--- src/hdl/bsu_pkg.sv ---
// bsu_pkg: shared types and codes for the bounded stack with undo journal.
// No dependencies; imported by bsu_csr and bounded_stack_with_undo_core.
`default_nettype none

package bsu_pkg;

   localparam int TAG_W    = 32;
   localparam int ACTION_W = 2;
   localparam int STATUS_W = 3;
   localparam int QUOTA_W  = 5;
   localparam int CSR_DW   = 32;
   localparam int CSR_AW   = 3;

   localparam logic [QUOTA_W-1:0] QUOTA_RESET = 5'd10;

   // register index (word address)
   localparam logic REG_QUOTA = 1'b0;

   // actions
   localparam logic [ACTION_W-1:0] ACT_PUSH = 2'd0;
   localparam logic [ACTION_W-1:0] ACT_POP  = 2'd1;
   localparam logic [ACTION_W-1:0] ACT_UNDO = 2'd2;

   // result codes
   localparam logic [STATUS_W-1:0] RES_PUSHED       = 3'd0;
   localparam logic [STATUS_W-1:0] RES_FULL         = 3'd1;
   localparam logic [STATUS_W-1:0] RES_POPPED       = 3'd2;
   localparam logic [STATUS_W-1:0] RES_EMPTY        = 3'd3;
   localparam logic [STATUS_W-1:0] RES_PUSH_UNDONE  = 3'd4;
   localparam logic [STATUS_W-1:0] RES_POP_UNDONE   = 3'd5;
   localparam logic [STATUS_W-1:0] RES_NOTHING_UNDO = 3'd6;

   // journal entry kinds
   localparam logic KIND_PUSH = 1'b0;
   localparam logic KIND_POP  = 1'b1;

   typedef struct packed {
      logic [TAG_W-1:0] id;
      logic [TAG_W-1:0] first;
      logic [TAG_W-1:0] last;
      logic [TAG_W-1:0] dept;
   } record_type;

   typedef struct packed {
      logic       kind;
      record_type rec;
   } jrnl_type;

   typedef enum logic [1:0] {
      S_IDLE = 2'b01,
      S_EXEC = 2'b10
   } seq_state_type;

endpackage

`default_nettype wire

--- src/hdl/bsu_ram.sv ---
// bsu_ram: simple dual-port synchronous RAM, one write and one read port,
// registered read data. No dependencies.
`default_nettype none

module bsu_ram #(
   parameter int WIDTH = 128,
   parameter int DEPTH = 16
) (
   input  wire logic                     clock,
   input  wire logic                     wr_en,
   input  wire logic [$clog2(DEPTH)-1:0] wr_addr,
   input  wire logic [WIDTH-1:0]         wr_data,
   input  wire logic                     rd_en,
   input  wire logic [$clog2(DEPTH)-1:0] rd_addr,
   output      logic [WIDTH-1:0]         rd_data
);

   logic [WIDTH-1:0] mem_ff [DEPTH];
   logic [WIDTH-1:0] rd_data_ff;

   always_ff @(posedge clock) begin
      if (wr_en) begin
         mem_ff[wr_addr] <= wr_data;
      end
   end

   always_ff @(posedge clock) begin
      if (rd_en) begin
         rd_data_ff <= mem_ff[rd_addr];
      end
   end

   assign rd_data = rd_data_ff;

endmodule

`default_nettype wire

--- src/hdl/bsu_csr.sv ---
// bsu_csr: APB-style register port holding the quota register.
// Depends on bsu_pkg.
`default_nettype none

module bsu_csr (
   input  wire logic                         clock,
   input  wire logic                         reset,
   input  wire logic                         psel,
   input  wire logic                         penable,
   input  wire logic                         pwrite,
   input  wire logic [bsu_pkg::CSR_AW-1:0]   paddr,
   input  wire logic [bsu_pkg::CSR_DW-1:0]   pwdata,
   output      logic [bsu_pkg::CSR_DW-1:0]   prdata,
   output      logic                         pready,
   output      logic [bsu_pkg::QUOTA_W-1:0]  quota
);

   import bsu_pkg::*;

   logic               reg_idx;
   logic               wr_quota;
   logic [QUOTA_W-1:0] quota_ff;
   logic [QUOTA_W-1:0] quota_in;

   assign reg_idx  = paddr[2];
   assign pready   = 1'b1;
   assign wr_quota = psel && penable && pwrite && (reg_idx == REG_QUOTA);
   assign quota_in = wr_quota ? pwdata[QUOTA_W-1:0] : quota_ff;

   always_ff @(posedge clock) begin
      if (reset) begin
         quota_ff <= QUOTA_RESET;
      end else begin
         quota_ff <= quota_in;
      end
   end

   always_comb begin
      prdata = '0;
      if (reg_idx == REG_QUOTA) begin
         prdata = {{(CSR_DW-QUOTA_W){1'b0}}, quota_ff};
      end
   end

   assign quota = quota_ff;

endmodule

`default_nettype wire

--- src/hdl/bounded_stack_with_undo_core.sv ---
// bounded_stack_with_undo_core: LIFO record store with an undo journal.
// Depends on bsu_pkg, bsu_ram and bsu_csr.
//
//  channel  | ports                                         | handshake
//  ---------+-----------------------------------------------+--------------------------
//  request  | req_action, req_record_id, req_*_tag          | start & !busy
//  response | rsp_status, rsp_affected_id, rsp_stored_count | rsp_strobe, one cycle
//  csr      | psel penable pwrite paddr pwdata prdata       | write: psel&penable&pwrite
//
// For each word, the accept edge issues reads of the stack top and
// the newest journal slot (registered RAM read data), the next edge writes back and
// registers the response. busy is high for that one execute cycle.
// The response is registered at the execute edge; the receiver cannot
// stall, and a new word may be accepted while the response is showing.
// Reset (synchronous) empties stack and journal and sets quota to 10; RAM
// contents are left as they are, no clearing pass.
`default_nettype none

module bounded_stack_with_undo_core #(
   parameter int CAPACITY      = 16,
   parameter int JOURNAL_DEPTH = 16
) (
   input  wire logic                                 clock,
   input  wire logic                                 reset,
   // request
   input  wire logic                                 start,
   output      logic                                 busy,
   input  wire logic [bsu_pkg::ACTION_W-1:0]         req_action,
   input  wire logic [bsu_pkg::TAG_W-1:0]            req_record_id,
   input  wire logic [bsu_pkg::TAG_W-1:0]            req_first_tag,
   input  wire logic [bsu_pkg::TAG_W-1:0]            req_last_tag,
   input  wire logic [bsu_pkg::TAG_W-1:0]            req_dept_tag,
   // response
   output      logic                                 rsp_strobe,
   output      logic [bsu_pkg::STATUS_W-1:0]         rsp_status,
   output      logic [bsu_pkg::TAG_W-1:0]            rsp_affected_id,
   output      logic [$clog2(CAPACITY+1)-1:0]        rsp_stored_count,
   // register port
   input  wire logic                                 psel,
   input  wire logic                                 penable,
   input  wire logic                                 pwrite,
   input  wire logic [bsu_pkg::CSR_AW-1:0]           paddr,
   input  wire logic [bsu_pkg::CSR_DW-1:0]           pwdata,
   output      logic [bsu_pkg::CSR_DW-1:0]           prdata,
   output      logic                                 pready
);

   import bsu_pkg::*;

   localparam int CNT_W  = $clog2(CAPACITY + 1);
   localparam int RIDX_W = $clog2(CAPACITY);
   localparam int JIDX_W = $clog2(JOURNAL_DEPTH);
   localparam int JCNT_W = $clog2(JOURNAL_DEPTH + 1);
   localparam int CMP_W  = (CNT_W > QUOTA_W) ? CNT_W : QUOTA_W;

   localparam logic [CNT_W-1:0]  CAP_CNT  = CNT_W'(CAPACITY);
   localparam logic [JCNT_W-1:0] JD_CNT   = JCNT_W'(JOURNAL_DEPTH);
   localparam logic [JIDX_W-1:0] JD_LAST  = JIDX_W'(JOURNAL_DEPTH - 1);

   // ---------------------------------------------------------------- csr
   logic [QUOTA_W-1:0] quota;

   bsu_csr u_csr (
      .clock   (clock),
      .reset   (reset),
      .psel    (psel),
      .penable (penable),
      .pwrite  (pwrite),
      .paddr   (paddr),
      .pwdata  (pwdata),
      .prdata  (prdata),
      .pready  (pready),
      .quota   (quota)
   );

   // ---------------------------------------------------------------- control state
   seq_state_type     state_ff, state_in;
   logic [CNT_W-1:0]  rec_count_ff, rec_count_in;
   logic [JIDX_W-1:0] jr_head_ff, jr_head_in;
   logic [JCNT_W-1:0] jr_count_ff, jr_count_in;

   // latched request word (payload, no reset)
   logic [ACTION_W-1:0] act_ff;
   record_type          req_rec_ff;

   // response registers
   logic                rsp_strobe_ff, rsp_strobe_in;
   logic [STATUS_W-1:0] rsp_status_ff, rsp_status_in;
   logic [TAG_W-1:0]    rsp_id_ff, rsp_id_in;
   logic [CNT_W-1:0]    rsp_count_ff;

   logic              accept;
   logic [CNT_W-1:0]  rec_top;
   logic [JIDX_W-1:0] jr_prev;

   assign busy   = (state_ff != S_IDLE);
   assign accept = start && !busy;

   // top of stack and newest journal slot; both stay put until the execute edge
   assign rec_top = rec_count_ff - 1'b1;
   assign jr_prev = (jr_head_ff == '0) ? JD_LAST : jr_head_ff - 1'b1;

   // ---------------------------------------------------------------- memories
   logic                          rec_wr_en;
   logic [RIDX_W-1:0]             rec_wr_addr;
   record_type                    rec_wr_data;
   logic [$bits(record_type)-1:0] rec_rd_raw;
   record_type                    rec_rd;

   logic                          jr_wr_en;
   jrnl_type                      jr_wr_data;
   logic [$bits(jrnl_type)-1:0]   jr_rd_raw;
   jrnl_type                      jr_rd;

   bsu_ram #(
      .WIDTH ($bits(record_type)),
      .DEPTH (CAPACITY)
   ) u_rec_ram (
      .clock   (clock),
      .wr_en   (rec_wr_en),
      .wr_addr (rec_wr_addr),
      .wr_data (rec_wr_data),
      .rd_en   (accept),
      .rd_addr (rec_top[RIDX_W-1:0]),
      .rd_data (rec_rd_raw)
   );

   bsu_ram #(
      .WIDTH ($bits(jrnl_type)),
      .DEPTH (JOURNAL_DEPTH)
   ) u_jr_ram (
      .clock   (clock),
      .wr_en   (jr_wr_en),
      .wr_addr (jr_head_ff),
      .wr_data (jr_wr_data),
      .rd_en   (accept),
      .rd_addr (jr_prev),
      .rd_data (jr_rd_raw)
   );

   assign rec_rd = record_type'(rec_rd_raw);
   assign jr_rd  = jrnl_type'(jr_rd_raw);

   // ---------------------------------------------------------------- execute
   logic rec_full;
   logic [JIDX_W-1:0] jr_next;
   logic [JCNT_W-1:0] jr_count_inc;

   assign rec_full = (CMP_W'(rec_count_ff) >= CMP_W'(quota)) || (rec_count_ff >= CAP_CNT);
   assign jr_next  = (jr_head_ff == JD_LAST) ? '0 : jr_head_ff + 1'b1;
   // journal full: oldest entry is overwritten, count saturates
   assign jr_count_inc = (jr_count_ff == JD_CNT) ? jr_count_ff : jr_count_ff + 1'b1;

   always_comb begin
      state_in      = state_ff;
      rec_count_in  = rec_count_ff;
      jr_head_in    = jr_head_ff;
      jr_count_in   = jr_count_ff;
      rsp_strobe_in = 1'b0;
      rsp_status_in = RES_NOTHING_UNDO;
      rsp_id_in     = '0;
      rec_wr_en     = 1'b0;
      rec_wr_addr   = rec_count_ff[RIDX_W-1:0];
      rec_wr_data   = req_rec_ff;
      jr_wr_en      = 1'b0;
      jr_wr_data    = '{kind: KIND_PUSH, rec: req_rec_ff};

      case (state_ff)
         S_IDLE: begin
            if (start) begin
               state_in = S_EXEC;
            end
         end
         S_EXEC: begin
            state_in      = S_IDLE;
            rsp_strobe_in = 1'b1;
            case (act_ff)
               ACT_PUSH: begin
                  if (rec_full) begin
                     rsp_status_in = RES_FULL;
                  end else begin
                     rec_wr_en     = 1'b1;
                     jr_wr_en      = 1'b1;
                     jr_head_in    = jr_next;
                     jr_count_in   = jr_count_inc;
                     rec_count_in  = rec_count_ff + 1'b1;
                     rsp_status_in = RES_PUSHED;
                     rsp_id_in     = req_rec_ff.id;
                  end
               end
               ACT_POP: begin
                  if (rec_count_ff == '0) begin
                     rsp_status_in = RES_EMPTY;
                  end else begin
                     jr_wr_en      = 1'b1;
                     jr_wr_data    = '{kind: KIND_POP, rec: rec_rd};
                     jr_head_in    = jr_next;
                     jr_count_in   = jr_count_inc;
                     rec_count_in  = rec_top;
                     rsp_status_in = RES_POPPED;
                     rsp_id_in     = rec_rd.id;
                  end
               end
               ACT_UNDO: begin
                  if (jr_count_ff != '0) begin
                     jr_head_in  = jr_prev;
                     jr_count_in = jr_count_ff - 1'b1;
                     rsp_id_in   = jr_rd.rec.id;
                     if (jr_rd.kind == KIND_PUSH) begin
                        if (rec_count_ff != '0) begin
                           rec_count_in = rec_top;
                        end
                        rsp_status_in = RES_PUSH_UNDONE;
                     end else begin
                        // restore even above quota, never above capacity
                        if (rec_count_ff < CAP_CNT) begin
                           rec_wr_en    = 1'b1;
                           rec_wr_data  = jr_rd.rec;
                           rec_count_in = rec_count_ff + 1'b1;
                        end
                        rsp_status_in = RES_POP_UNDONE;
                     end
                  end
               end
               default: begin
                  rsp_status_in = RES_NOTHING_UNDO;
               end
            endcase
         end
         default: begin
            state_in = S_IDLE;
         end
      endcase
   end

   always_ff @(posedge clock) begin
      if (reset) begin
         state_ff      <= S_IDLE;
         rec_count_ff  <= '0;
         jr_head_ff    <= '0;
         jr_count_ff   <= '0;
         rsp_strobe_ff <= 1'b0;
      end else begin
         state_ff      <= state_in;
         rec_count_ff  <= rec_count_in;
         jr_head_ff    <= jr_head_in;
         jr_count_ff   <= jr_count_in;
         rsp_strobe_ff <= rsp_strobe_in;
      end
   end

   always_ff @(posedge clock) begin
      if (accept) begin
         act_ff     <= req_action;
         req_rec_ff <= '{id: req_record_id, first: req_first_tag,
                         last: req_last_tag, dept: req_dept_tag};
      end
      if (rsp_strobe_in) begin
         rsp_status_ff <= rsp_status_in;
         rsp_id_ff     <= rsp_id_in;
         rsp_count_ff  <= rec_count_in;
      end
   end

   assign rsp_strobe       = rsp_strobe_ff;
   assign rsp_status       = rsp_status_ff;
   assign rsp_affected_id  = rsp_id_ff;
   assign rsp_stored_count = rsp_count_ff;

   // ---------------------------------------------------------------- checks
   a_strobe_after_exec: assert property (@(posedge clock) disable iff (reset)
      rsp_strobe |-> $past(state_ff) == S_EXEC)
      else $error("response strobe without an execute cycle");

   a_accept_to_exec: assert property (@(posedge clock) disable iff (reset)
      accept |=> state_ff == S_EXEC)
      else $error("accepted word did not enter execute");

   a_count_bound: assert property (@(posedge clock) disable iff (reset)
      rec_count_ff <= CAP_CNT)
      else $error("record count above capacity");

   a_jr_bound: assert property (@(posedge clock) disable iff (reset)
      jr_count_ff <= JD_CNT)
      else $error("journal count above depth");

   a_rsp_count: assert property (@(posedge clock) disable iff (reset)
      rsp_strobe |-> rsp_stored_count == rec_count_ff)
      else $error("reported count differs from held count");

endmodule

`default_nettype wire

--- config.mk ---
export PLATFORM = sky130hd
export DESIGN_NAME = bounded_stack_with_undo_core
export DESIGN_NICKNAME = d
export VERILOG_FILES = /design/src/hdl/bsu_pkg.sv /design/src/hdl/bsu_ram.sv /design/src/hdl/bsu_csr.sv /design/src/hdl/bounded_stack_with_undo_core.sv
export SDC_FILE = /design/constraint.sdc
export NUM_CORES = 1
export LEC_CHECK = 0
export BUFFER_PORTS_ARGS = -buffer_cell sky130_fd_sc_hd__buf_4
export CORE_MARGIN = 3
export CORE_UTILIZATION = 50
export CTS_CLUSTER_DIAMETER = 60
export DETAILED_ROUTE_END_ITERATION = 8
export PLACE_DENSITY = 0.69
export SETUP_SLACK_MARGIN = 0.5
export SYNTH_ARGS = -nofsm -noshare
export SYNTH_HDL_FRONTEND = slang
export SYNTH_MEMORY_MAX_BITS = 65536
export SYNTH_SLANG_ARGS = --single-unit
--- constraint.sdc ---
create_clock -name clock -period 4.9 [get_ports clock]
set_input_delay 0.98 -clock clock [delete_from_list [all_inputs] [get_ports clock]]
set_output_delay 0.98 -clock clock [all_outputs]
set_load 0.1 [all_outputs]
==> results.py, run 1 <==
metrics = {
    "outcome": {
        "outcome": "complete, no violations",
    },
    "global_routing": {
        "antenna_found_initial": 3,
        "overflow": 0,
        "grt_usage_pct": 22.9,
        "grt_pass1_wl_mm": 164,
        "grt_start_max_net_pins": 87,
        "first_global_vias": 24800,
    },
    "worst_setup_path": {
        "cp_data_required_time_ns": 5.33,
        "critical_path_class": "flop to flop",
        "startpoint_type": "flop",
        "arrival_ns": 3.93,
        "r2r_end": "u_jr_ram.rd_data[116]",
        "r2r_setup_slack_ns": 1.41,
        "reg2reg_from": "jr_head_ff[0]",
        "path_max_fanout": 28,
        "rr_worst_depth": 8,
        "setup.worst_path.end_class": "flop",
    },
    "detailed_routing": {
        "wl_mm": 112,
        "ant_nets": 0,
        "vias": 24400,
        "drt_iter0_markers": 2967,
        "routedWlPerCell_um": 28.5,
        "drt_pass1_iterations": 6,
        "route.detailed.drc": 0,
        "vias_per_cell": 6.19,
    },
    "finish": {
        "fin_cells": 3942,
        "area_delta_synth_final_pct": 14.1,
        "regArea_um2": 35900,
        "n_fill_cell": 6691,
        "fin_area_um2": 53800,
        "layout.nets": 2780,
        "drive_gt1_share_pct": 22.1,
        "multi_input_area_um2": 10900,
    },
    "yosys": {
        "synth.top_cell.area_share_pct": 75.1,
        "ys.flop_type": "edfxtp_1",
        "synthTopCellsByCount": "edfxtp_1, mux4_2, mux2i_1",
        "synthMostInstantiatedCell": "edfxtp_1",
        "yosysWarnings": 0,
        "synthArstFlopShare_pct": 0,
        "synth.area.top_cells": "edfxtp_1, mux4_2, mux2i_1",
        "netlist_area_um2": 47200,
        "synthCells": 2438,
        "avgSynthCellArea_um2": 19.3,
        "synth-seq-cells": 1201,
        "yosysTopAreaCell": "edfxtp_1",
        "yosysUniqueCellTypes": 74,
        "synth_edf_count": 1179,
        "seq_area_frac_synth_pct": 76.0,
    },
    "clocking": {
        "h-tree-depth": 3,
        "root_buffer": "clkbuf_16",
        "cts_sinks": 1201,
        "postCtsSetupRepairBufs": 0,
        "clkLatencyLatePin_ns": 0.70,
        "cts_tree": "built",
        "clk_pin_slew_worst_paths_ns": 0.06,
        "cts.repair.resized": 0,
        "clockBufferDepth": 3,
        "hold_buffers": 0,
        "cts_buffers": 118,
    },
    "timing": {
        "rsz0062_at_grt": "false",
        "tns_ns": 0,
        "fin_crit_ns": 3.49,
        "finalClockSkew_ns": 0.0505,
        "slew_headroom_pct": 29.3,
        "setup_viol": 0,
        "final_max_slew_viol_count": 0,
        "finalHoldViolations": 0,
        "min_period_over_period_pct": 71.3,
        "fmax_ghz": 0.286,
        "worstMarginPinSlew_ns": 1.06,
    },
    "placed_design": {
        "dp_cells": 3723,
        "port_buffers": 92,
        "gp_congestion": 0.802,
        "dpl_cell_area_um2": 50100,
        "hpwl_mm": 62.6,
    },
    "worst_hold_path": {
        "min_path_cells": 1,
        "hp-class": "input port to flop",
        "min_from": "req_record_id[30]",
        "hold_end": "req_rec_ff[126]",
    },
    "floorplanning": {
        "start_util_pct": 50.4,
        "rows": 112,
        "core_um2": 93500,
        "die-height_um": 313,
        "chipWidth_um": 313,
        "io_pins": 246,
        "die-area_um2": 98000,
    },
    "pwr": {
        "leakagePower_nw": 17.5,
        "ir_worst_vdd_mv": 0.299,
        "powerDensity_nw_per_um2": 383,
    },
    "flow_run": {
        "maxCapViolCount": 0,
    },
}
[worst max path at each step]
stage | startpoint | to | slack (ns) | depth (start not counted)
3_5_place_dp | jr_head_ff[0] | u_jr_ram.rd_data[116] | 1.41 | 8
6_report | jr_head_ff[0] | u_jr_ram.rd_data[116] | 1.41 | 8
5_1_grt | jr_head_ff[0] | u_jr_ram.rd_data[116] | 1.29 | 8
2_1_floorplan | rec_count_ff[0] | u_jr_ram.mem_ff[15][100] | 0.50 | 11
4_1_cts | jr_head_ff[0] | u_jr_ram.rd_data[116] | 1.43 | 8
3_3_place_gp | jr_head_ff[0] | u_jr_ram.rd_data[116] | 1.46 | 8
[through the flow]
stage          total power, mW  worst slack (ns)  util, %  hold slack, ns
2_1_floorplan             12.0             0.497        -           0.435
3_3_place_gp              12.2              1.46     53.6           0.445
3_5_place_dp              12.2              1.41     53.6           0.455
4_1_cts                   20.8              1.43     57.6           0.420
5_1_grt                   21.2              1.29     57.6           0.424
6_report                  20.6              1.41     57.6           0.453
[layer usage]
metal  vias up  wire length, um  global-route usage [%]
li1      10300                -                       -
met1     12700            43600                    31.1
met2      1177            56200                    37.9
met3       214             9580                    4.29
met4         2             3130                    6.79
met5         -               12                       0
[cells in the final DEF (no fill, tap or decap), drive strengths merged, types with 7 or more instances in the layout]
master / Yosys / layout
a31oi: 7 / 7
o21ai: 13 / 13
nor2: 87 / 87
a21oi: 58 / 58
ha: 19 / 19
buf: 86 / 175
clkinv: 0 / 55
edfxtp: 1179 / 1179
a32oi: 41 / 41
nand3: 16 / 16
a221oi: 34 / 34
nand2b: 11 / 11
a211oi: 13 / 13
conb: 2 / 28
mux4: 176 / 176
mux2: 67 / 67
bufinv: 0 / 8
o221ai: 34 / 34
nand2: 145 / 145
o211a: 20 / 20
mux2i: 148 / 148
clkbuf: 84 / 146
o211ai: 11 / 11
dfxtp: 22 / 22
o22a: 7 / 7
nor3: 15 / 15
nor2b: 9 / 9
a222oi: 32 / 32
inv: 23 / 26
[sequential cells by signal (all words and copies together) (netlist names), 32 cells and up]
register	cells
u_jr_ram.mem_ff	528
u_rec_ram.mem_ff	512
u_jr_ram.rd_data	33
req_rec_ff	32
rsp_affected_id	32
u_rec_ram.rd_data	32
[power breakdown]
group | internal, mW | switching [mW] | leakage (nW)
Sequential | 11.4 | 0.0577 | 10.9
Combinational | 0.131 | 0.439 | 4.82
Clock | 4.91 | 3.74 | 1.80
[worst max-delay path, stage by stage, from the launching register on]
cell,delay [ns]
dfxtp_4,0.67
inv_2,0.20
ha_1,0.33
nor3b_2,0.22
nor2_4,0.50
buf_4,0.44
mux4_2,0.56
o22ai_1,0.24
a21oi_1,0.08
[logic make-up (layout without fill, tap and decap cells)]
family,after synthesis,count (layout),synth area share [%]
muxes,391,391,13.2
DFF,1201,1201,76.0
and+or+nand+nor,314,314,2.98
xor gates and xnor gates,6,6,0.111
AOI/OAI and AO/OA,311,311,5.29
other,2,30,0.0159
buffers and inverters,193,415,1.88
adders and majority gates,20,20,0.547
[layout make-up]
type / instances / share of cell area, %
clock buffers: 146 / 5.76
repair buffers: 175 / 3.11
diodes: 2 / 0.00930
well taps: 1254 / 2.92
clock inverters: 71 / 1.16
multi-input cells: 1070 / 20.3
flip-flops and latches: 1201 / 66.6
inverters: 23 / 0.165
(Power assumes the default switching activity.)
==> run 2, diff against run 1 <==
--- a/config.mk
+++ b/config.mk
@@ -10,7 +10,7 @@
 export CORE_UTILIZATION = 50
 export CTS_CLUSTER_DIAMETER = 60
 export DETAILED_ROUTE_END_ITERATION = 8
-export PLACE_DENSITY = 0.69
+export PLACE_DENSITY = 0.66
 export SETUP_SLACK_MARGIN = 0.5
 export SYNTH_ARGS = -nofsm -noshare
 export SYNTH_HDL_FRONTEND = slang
==> constraint.sdc (replaced) <==
create_clock -name clock -period 3.3 [get_ports clock]
set_input_delay 0.66 -clock clock [delete_from_list [all_inputs] [get_ports clock]]
set_output_delay 0.66 -clock clock [all_outputs]
set_load 0.1 [all_outputs]
==> run 2 against run 1 <==
- flip-flop and latch count unchanged
- sequential power increased by 48%
- global-route usage increased by 0.50 points
- clock-buffer cell count decreased by 6
- worst setup slack got worse by 0.89 ns
- cell count increased by 1.5%
- total power increased by 49%
- critical path type unchanged
- largest cell class unchanged
- largest power group unchanged
==> results.py, run 2 (synthesis gave the netlist of run 1 again) <==
metrics = {
    "timing": {
        "tns_ns": 0,
        "setup_viol": 0,
        "slew_headroom_pct": 56.9,
        "fmax_ghz": 0.360,
        "worstMarginPinSlew_ns": 0.647,
        "fin_ws_ns": 0.519,
        "min_period_over_period_pct": 84.3,
        "finalClockSkew_ns": 0.0401,
        "timing.hold.ws_ns": 0.138,
        "final_max_slew_viol_count": 0,
        "rsz0062_at_grt": "true",
        "fin_crit_ns": 2.78,
        "finalHoldViolations": 0,
    },
    "finish": {
        "largest_reg_flops": 528,
        "mostFrequentLayoutCell": "edfxtp_1",
        "final_cell_mix": "edfxtp_1, mux4_2, buf_4, mux2i_1, nand2_1",
        "fin_cells": 4001,
        "final_core_util_pct": 58.6,
        "layout.nets": 2839,
        "area_delta_synth_final_pct": 16.1,
        "max_flop_register": "u_jr_ram.mem_ff",
        "antenna_cells": 0,
        "fin_area_um2": 54800,
        "drive_gt1_share_pct": 24.4,
    },
    "detailed_routing": {
        "drt_pass1_iterations": 7,
        "routedWlPerCell_um": 29.0,
        "route.detailed.drc": 0,
        "drt_iter0_markers": 2604,
        "wl_mm": 116,
        "vias_per_cell": 6.18,
        "vias": 24700,
        "ant_nets": 0,
    },
    "worst_setup_path": {
        "cpMostUsedCell": "buf_4",
        "cp_data_required_time_ns": 3.70,
        "crit_chain": "inv_1 -> ha_1 -> a21oi_2 -> o21ai_4 -> a31oi_4 -> buf_4 -> buf_4 -> o211ai_1 -> buf_4 -> nor3_4 -> buf_12 -> clkbuf_16",
        "path_max_fanout": 16,
        "setup.worst_path.end_class": "flop",
        "cpPeakStageDelay_ns": 0.34,
        "crit_buf_inv": 6,
        "critical_path_class": "flop to flop",
        "startpoint_type": "flop",
        "crit_family": "buffers and inverters",
        "cp_slowest_cell": "dfxtp_1",
        "arrival_ns": 3.18,
    },
    "global_routing": {
        "grt_start_max_net_pins": 72,
        "first_global_vias": 24700,
        "grt_pass1_wl_mm": 167,
        "antenna_found_initial": 4,
        "grt_usage_pct": 23.4,
        "overflow": 0,
    },
    "floorplanning": {
        "core_um2": 93500,
        "chipWidth_um": 313,
        "rows": 112,
        "start_util_pct": 50.4,
        "io_pins": 246,
        "die-height_um": 313,
        "die-area_um2": 98000,
    },
    "flow_run": {
        "maxCapViolCount": 0,
    },
    "clocking": {
        "clockBufferDepth": 3,
        "cts_tree": "built",
        "hold_buffers": 0,
        "clk_pin_slew_worst_paths_ns": 0.07,
        "cts_sinks": 1201,
        "root_buffer": "clkbuf_16",
        "cts_buffers": 117,
        "h-tree-depth": 3,
        "clkLatencyLatePin_ns": 0.71,
    },
    "placed_design": {
        "gp_congestion": 0.825,
        "dpl_cell_area_um2": 50500,
        "port_buffers": 92,
        "dp_cells": 3749,
        "hpwl_mm": 65.4,
        "dp_slack_ns": 0.224,
    },
    "pwr": {
        "ir_worst_vdd_mv": 0.521,
        "total_power_mw": 30.8,
        "leakagePower_nw": 18.0,
        "powerDensity_nw_per_um2": 562,
    },
    "worst_hold_path": {
        "hp-class": "input port to flop",
    },
    "outcome": {
        "outcome": "complete, no violations",
    },
}
-- run 2: cell types whose count changed in the layout (fill, tap and decap cells not counted), sizes merged, moves of 2 or more --
cell,change
clkinvlp,-2
bufbuf,+2
diode,-2
buf,+53
clkinv,+6
clkbuf,-2
inv,+2
-- run 2: repair_timing --
action	in CTS	in global routing
gates resized for setup	7	19
endpoints found under the setup margin	1061	539
endpoints found under the hold margin	0	0
pin swaps	10	2
gates cloned	2	5
buffers inserted	19	8
-- run 2: worst paths after layout --
check / cells past startpoint / slack (ns) / end / from
worst max-delay path: 12 / 0.52 / u_rec_ram.mem_ff[0][125] / u_csr.quota[2]
worst min-delay path: 1 / 0.14 / req_rec_ff[110] / req_record_id[14]
worst max register to register: 12 / 0.52 / u_rec_ram.mem_ff[0][125] / u_csr.quota[2]
worst min register to register: 1 / 0.47 / u_csr.quota[1] / u_csr.quota[1]
-- run 2: final cells by class --
cell class                 count  area, um2
clock buffer                 140       3050
timing repair buffer         234       2490
tap                         1254       1570
fill                        6736      38700
clock inverter                78        702
multi-input combinational   1071      11000
inverter                      23       96.3
sequential                  1201      35900
-- run 2: routing by layer --
metal	vias to the layer above	wire length [um]	global-route usage (%)
met5	-	0	0
met4	0	2560	6.10
met2	1172	58100	38.9
met1	12900	45900	32.6
met3	177	9470	3.56
li1	10500	-	-
-- run 2: power by group --
| group | internal, mW | switching [mW] | total (mW) |
|---|---|---|---|
| Sequential | 16.9 | 0.0793 | 16.9 |
| Clock | 7.31 | 5.61 | 12.9 |
| Combinational | 0.221 | 0.671 | 0.892 |
